**config.mk**
```make
export PLATFORM = sky130hd
export DESIGN_NAME = sca_head_table
export DESIGN_NICKNAME = d
export VERILOG_FILES = /design/src/design/sca_pkg.sv /design/src/design/sca_head_table.sv
export SDC_FILE = /design/constraint.sdc
export NUM_CORES = 1
export LEC_CHECK = 0
export ABC_AREA = 1
export BUFFER_PORTS_ARGS = -buffer_cell sky130_fd_sc_hd__clkbuf_2
export CAP_MARGIN = 20
export CORE_ASPECT_RATIO = 1.25
export CORE_UTILIZATION = 66
export DETAILED_ROUTE_END_ITERATION = 8
export GPL_ROUTABILITY_DRIVEN = 1
export HOLD_SLACK_MARGIN = 0.06
export MAX_ROUTING_LAYER = met4
export PLACE_DENSITY = 0.84
export REMOVE_ABC_BUFFERS = 1
export SYNTH_ARGS = -nofsm -noshare
export SYNTH_HDL_FRONTEND = slang
export SYNTH_SLANG_ARGS = --single-unit
export TNS_END_PERCENT = 10
```
**constraint.sdc**
```tcl
create_clock -name clk -period 5.3 [get_ports clk]
set_clock_uncertainty 0.2 [all_clocks]
set_input_delay 1.06 -clock clk [delete_from_list [all_inputs] [get_ports clk]]
set_output_delay 1.06 -clock clk [all_outputs]
set_load 0.02 [all_outputs]
```
**src/design/sca_pkg.sv**
```systemverilog
// Shared types, constants and codes for the size class pool allocator.
// No dependencies.
package sca_pkg;

  localparam int ALIGN_BYTES      = 8;
  localparam int MAX_OBJECT_BYTES = 128;
  localparam int HEAP_LIMIT       = 65536;
  localparam int REFILL_RESET     = 10;
  localparam int REFILL_MAX       = 16;

  localparam int NUM_CLASSES = MAX_OBJECT_BYTES / ALIGN_BYTES;
  localparam int NUM_LINKS   = HEAP_LIMIT / ALIGN_BYTES;

  localparam int ALIGN_SHIFT = $clog2(ALIGN_BYTES);
  localparam int CLS_W       = $clog2(NUM_CLASSES);
  localparam int LINK_IDX_W  = $clog2(NUM_LINKS);
  localparam int HEAD_W      = LINK_IDX_W + 1;
  localparam int SZ_W        = $clog2(MAX_OBJECT_BYTES) + 1;
  localparam int BYTE_W      = $clog2(HEAP_LIMIT) + 1;
  localparam int CNT_W       = $clog2(REFILL_MAX) + 1;

  localparam int REQ_W       = 16;
  localparam int OFFSET_W    = 16;
  localparam int TOTAL_W     = 17;
  localparam int HEAP_CFG_W  = 17;
  localparam int REFILL_W    = 5;
  localparam int CFG_DATA_W  = 17;
  localparam int CFG_IDX_W   = 1;

  localparam logic [TOTAL_W-1:0] TOTAL_MAX = '1;

  localparam logic [CFG_IDX_W-1:0] CFG_HEAP_BYTES   = 1'd0;
  localparam logic [CFG_IDX_W-1:0] CFG_REFILL_COUNT = 1'd1;

  localparam logic FUNC_ALLOC = 1'b0;
  localparam logic FUNC_FREE  = 1'b1;

  typedef enum logic [2:0] {
    ST_ALLOC     = 3'd0,
    ST_FREED     = 3'd1,
    ST_OVERSIZE  = 3'd2,
    ST_EXHAUSTED = 3'd3,
    ST_ZERO      = 3'd4
  } status_t;

  typedef enum logic [2:0] {
    S_IDLE,
    S_HEAD,
    S_LINK,
    S_CARVE,
    S_FINISH
  } state_t;

  typedef struct packed {
    logic              func;
    logic [REQ_W-1:0]  request_bytes;
    logic [OFFSET_W-1:0] block_offset;
  } sca_in_t;

  typedef struct packed {
    status_t              status;
    logic [OFFSET_W-1:0]  granted_offset;
    logic [TOTAL_W-1:0]   listed_bytes;
  } sca_out_t;

  typedef struct packed {
    logic              rd_en;
    logic [CLS_W-1:0]  rd_addr;
    logic              wr_en;
    logic [CLS_W-1:0]  wr_addr;
    logic [HEAD_W-1:0] wr_data;
  } head_req_t;

  typedef struct packed {
    logic                  rd_en;
    logic [LINK_IDX_W-1:0] rd_addr;
    logic                  wr_en;
    logic [LINK_IDX_W-1:0] wr_addr;
    logic [HEAD_W-1:0]     wr_data;
  } link_req_t;

endpackage

```
**src/design/sca_head_table.sv**
```systemverilog
// Per-class list heads: one small memory with a registered read and
// valid bits so that an unwritten head reads as null. Uses sca_pkg.
module sca_head_table (
  input  logic                       clk,
  input  logic                       rst,
  input  sca_pkg::head_req_t         req,
  output logic [sca_pkg::HEAD_W-1:0] rdata
);

  logic [sca_pkg::HEAD_W-1:0]      mem [sca_pkg::NUM_CLASSES];
  logic [sca_pkg::NUM_CLASSES-1:0] valid;

  always_ff @(posedge clk) begin
    if (rst) begin
      valid <= '0;
    end else if (req.wr_en) begin
      valid[req.wr_addr] <= 1'b1;
    end
  end

  always_ff @(posedge clk) begin
    if (req.wr_en) begin
      mem[req.wr_addr] <= req.wr_data;
    end
    if (req.rd_en) begin
      rdata <= valid[req.rd_addr] ? mem[req.rd_addr] : '0;
    end
  end

endmodule

```
== Word level (Yosys, flattened, before mapping) ==
Memories as Yosys holds them, arrays and structs flattened. A register that Yosys moved wholly into a read port is not among the register bits.
Cells that the tools add are included.
Storage, ports and cells
  register bits: 16
  bits in writable memories: 224
  output and inout bits: 14
  word-level logic and storage cells: 14
  memories: 1
Cells by class
  order comparisons: 3
  muxes and demuxes: 6
  bitwise operators: 1
  reduce and logical (&&, ||, !) cells: 2
Memories
  mem: words 16, bits a word 14, read ports 1, clocked after memory_dff 1, write ports 1, RTL line sca_head_table.sv:10  | logic [sca_pkg::HEAD_W-1:0] mem [sca_pkg::NUM_CLASSES];
Operator list (number)
  OR 16 bit: 1
  < comparator 4 x 5 -> 1 bit, second input constant: 2
  binary-select mux 1 bit (select 4 bit): 1
  demux 1 bit (select 4 bit): 1
  greater-or-equal comparator 4 x 1 -> 1 bit, second input constant: 1
  two-way mux 1 bit: 4
  logical AND 1 bit: 1
  logical NOT 1 bit: 1

== Logic depth before layout (Yosys ltp) ==
  word-level depth: 5
  depth in mapped cells: 11
  depth with buffers taken out: 9

== Worst setup path after synthesis ==
Ideal clock, no wire load.
  path kind: input to register
  from: in req[18] (netlist name)
  to: mem mem[10][0] (netlist name), enable pin
  arrival: 2079 ps
  path slack: 2636 ps
  cell stages on the path: 4
  cell sequence: inv_1 nor3_1 inv_1 nor2_1
On the way
  longest elaborated chain between the ends: 2
Ends and longest elaborated chain
  start, declared: RTL line sca_head_table.sv:6  | input sca_pkg::head_req_t req,
  two-way mux 1 bit: RTL line sca_head_table.sv:22  | if (req.wr_en) begin
  two-way mux 1 bit (not written as such): RTL line sca_head_table.sv:23  | mem[req.wr_addr] <= req.wr_data;
  end, declared: RTL line sca_head_table.sv:10
No other way between the ends.

== Final worst setup path ==
  from: in req[19] (netlist name)
  to: reg rdata[8] (netlist name), read port of mem (data pin)
On the way
  longest elaborated chain between the ends: 3
Ends and longest elaborated chain
  binary-select mux 1 bit (select 4 bit): RTL line sca_head_table.sv:26  | rdata <= valid[req.rd_addr] ? mem[req.rd_addr] : '0;
  two-way mux 1 bit (not written as such): RTL line sca_head_table.sv:26
  logical NOT 1 bit (no source line)
  end, declared: RTL line sca_head_table.sv:7  | output logic [sca_pkg::HEAD_W-1:0] rdata
Several ways; a longest one is shown, not always the timed one. The select of a mux whose other input is x is not followed.
A chain may end at the register's enable or synchronous reset.

==> flow_summary.toml <==
[run_status]
status = "finished clean"

[setup_path]
rrSetupSlack_ns = 3.42
path_common_cell = "nand3_1"
crit_required_ns = 5.36
max_stage_delay_ns = 0.61
cp_max_fo = 71
end_kind = "register"
start_kind = "input port"
timing_worst_setup_path_type = "input port to register"
crit_path_top_delay_cell = "buf_4"
critPathBufInv = 3
worst_path_dominant_cell_family = "buffers and inverters"
path_cells = "buf_4, buf_4, nand2_1, nand3_1, nand3_1, nand3_1, nand2_2, nand2_1, inv_1"
critPathArrivalTime_ns = 3.45

[global_routing]
track_usage = 0.3115
grt_pass1_wl_um = 37840
overflow = 0
grt_pass1_vias = 7371
grt_max_degree = 87
grt_antenna_before_repair = 0

[clock_tree]
cts_hold_buf = 0
cts_resized = 0
ctsHtreeMaxLevel = 1
cts_tree = "done"
cts-root-buf = "clkbuf_16"
cts_buffers = 23
clk_pin_slew_worst_paths_ns = 0.07
clk_latency_ns = 0.51
cts.path.max_buffers = 3
postCtsSetupBuffers = 0
clock_sinks = 254

[power_and_ir_drop]
ir_drop_mv = 0.2498
combPwrFrac = 0.067
p_sw_mw = 0.9011
p_clk_frac = 0.391
p_leak_nw = 5.289
p_per_area_mw_per_mm2 = 345.0
sw_frac_of_total = 0.2168
p_seq_frac = 0.542
intPower_mw = 3.255

[worst_hold_path]
hold_path_class = "register to register"

[placed_design]
io_buffer_count = 39
place_inst = 1293
hpwl_um = 13000
gp_congestion = 0.8135

[synth]
synth.avg_cell_area_sq_um = 10.17
syn_area_sq_mm = 0.01094
synth_seq_cells = 254
syn_inst = 1076
yosys_warnings = 0
yosysSeqAreaShare = 0.6824
yosys.cell_types.count = 18

[timing]
finalSetupViolations = 0
layout_worst_path_cycle_share = 0.6395
fin_crit_ns = 3.389
finalMaxSlewViolations = 0
hold_viol_final = 0
tightest_slew_ns = 1.160
fmax_mhz = 295.0
rsz0062_at_grt = "false"
tns_ns = 0
slew_headroom = 0.2261

[floorplan]
start_util = 0.6754
rows = 52
die_height_um = 146.0
die_w_um = 117.2
pin_count = 40
coreArea_sq_mm = 0.01620
die_area_sq_mm = 0.01710

[drt]
routedWlPerCell_um = 18.63
finalWirelength_um = 24940
num_vias = 7557
via_per_inst = 5.644
dr.pass1.iters = 5
antenna_left = 0
dr.first_iter.drc_count = 838
drcViolationCount = 0

[flow_run]
cap_violations = 0

[cells_and_area]
stdcell_count = 1339
diodes = 0
ff_latch_area_sq_mm = 0.007467
syn2layout_area_growth_pct = 10.09
fin_nets = 1133
drive_above_1_share = 0.09617
multiInputGateArea_sq_mm = 0.002381
fillers = 1015
==> per-stage QoR <==
| step | hold WS [ns] | worst slack (ns) | power, mW | instance area [sq um] | utilization |
|---|---|---|---|---|---|
| floorplan | 0.2293 | 2.636 | 2.435 | 10600 | - |
| global placement | 0.2432 | 1.643 | 2.551 | 11170 | 0.6893 |
| detailed placement | 0.2563 | 1.565 | 2.562 | 11220 | 0.6928 |
| CTS | 0.2711 | 2.015 | 4.154 | 11960 | 0.7381 |
| global route | 0.2913 | 1.798 | 4.262 | 12050 | 0.7435 |
| finish | 0.2748 | 1.911 | 4.156 | 12050 | 0.7435 |
==> flip-flops by register name, indices dropped and copies added (netlist names) <==
signal / flops
mem: 224
rdata: 14
valid: 16
==> power by group through the flow <==
stage / Combinational (mW) / Clock [mW] / Sequential, mW
final: 0.277 / 1.62 / 2.25
after global placement: 0.255 / 0 / 2.30
after detailed placement: 0.265 / 0 / 2.30
after global routing: 0.303 / 1.70 / 2.26
after floorplan: 0.131 / 0 / 2.30
after CTS: 0.269 / 1.63 / 2.25
==> cell usage in the layout, fill, tap and decap left out <==
cell	instances
a21oi_1	4
buf_16	1
buf_4	9
buf_6	1
buf_8	7
bufinv_16	2
clkbuf_1	6
clkbuf_16	23
clkbuf_2	38
clkbuf_8	3
clkinv_2	7
dfxtp_1	16
edfxtp_1	238
inv_1	208
inv_2	1
inv_4	1
nand2_1	330
nand2_2	1
nand3_1	180
nor2_1	30
nor2_2	14
nor3_1	2
o21ai_1	1
==> layout make-up <==
type                            count  area share
Clock buffer                       32     0.05308
Clock inverter                      9    0.007894
Inverter                          210     0.06565
Multi-Input combinational cell    562      0.1977
Sequential cell                   254      0.6199
Tap cell                          216     0.02244
Timing Repair Buffer               56     0.03334
==> layer usage <==
metal	global-route usage	wire (um)
met3	0.05956	2658
met2	0.4750	12320
met4	0.1924	1238
met5	-	0
met1	0.3824	8724
==> worst paths after layout <==
path	end	cells past startpoint	start
worst min register to register	valid[6]	2	valid[6]
worst min-delay path	valid[6]	2	valid[6]
worst max register to register	rdata[8]	8	valid[2]
worst max-delay path	rdata[8]	9	req[19]
==> logic make-up after synthesis <==
family,Yosys count,share of synthesized area
buf+inv,260,0.1031
compound gates,5,0.002287
flops,254,0.6824
simple gates,557,0.2121
==> tightest hold or removal path: stages (launching register included) <==
cell and delay, ns:
dfxtp_1 0.33, nor2_1 0.05, nor2_1 0.07
==> synth_stat cells <==
cell type / count / area share
a21oi_1: 4 / 0.0018
buf_1: 3 / 0.0010
buf_2: 23 / 0.011
buf_4: 4 / 0.0027
buf_6: 14 / 0.014
clkbuf_1: 5 / 0.0017
clkbuf_2: 1 / 0.00046
dfxtp_1: 16 / 0.029
edfxtp_1: 238 / 0.65
inv_1: 208 / 0.071
inv_2: 1 / 0.00034
inv_4: 1 / 0.00057
nand2_1: 330 / 0.11
nand2_2: 1 / 0.00057
nand3_1: 180 / 0.082
nor2_1: 44 / 0.015
nor3_1: 2 / 0.00091
o21ai_1: 1 / 0.00046
Power figures use the tool's default switching activity.
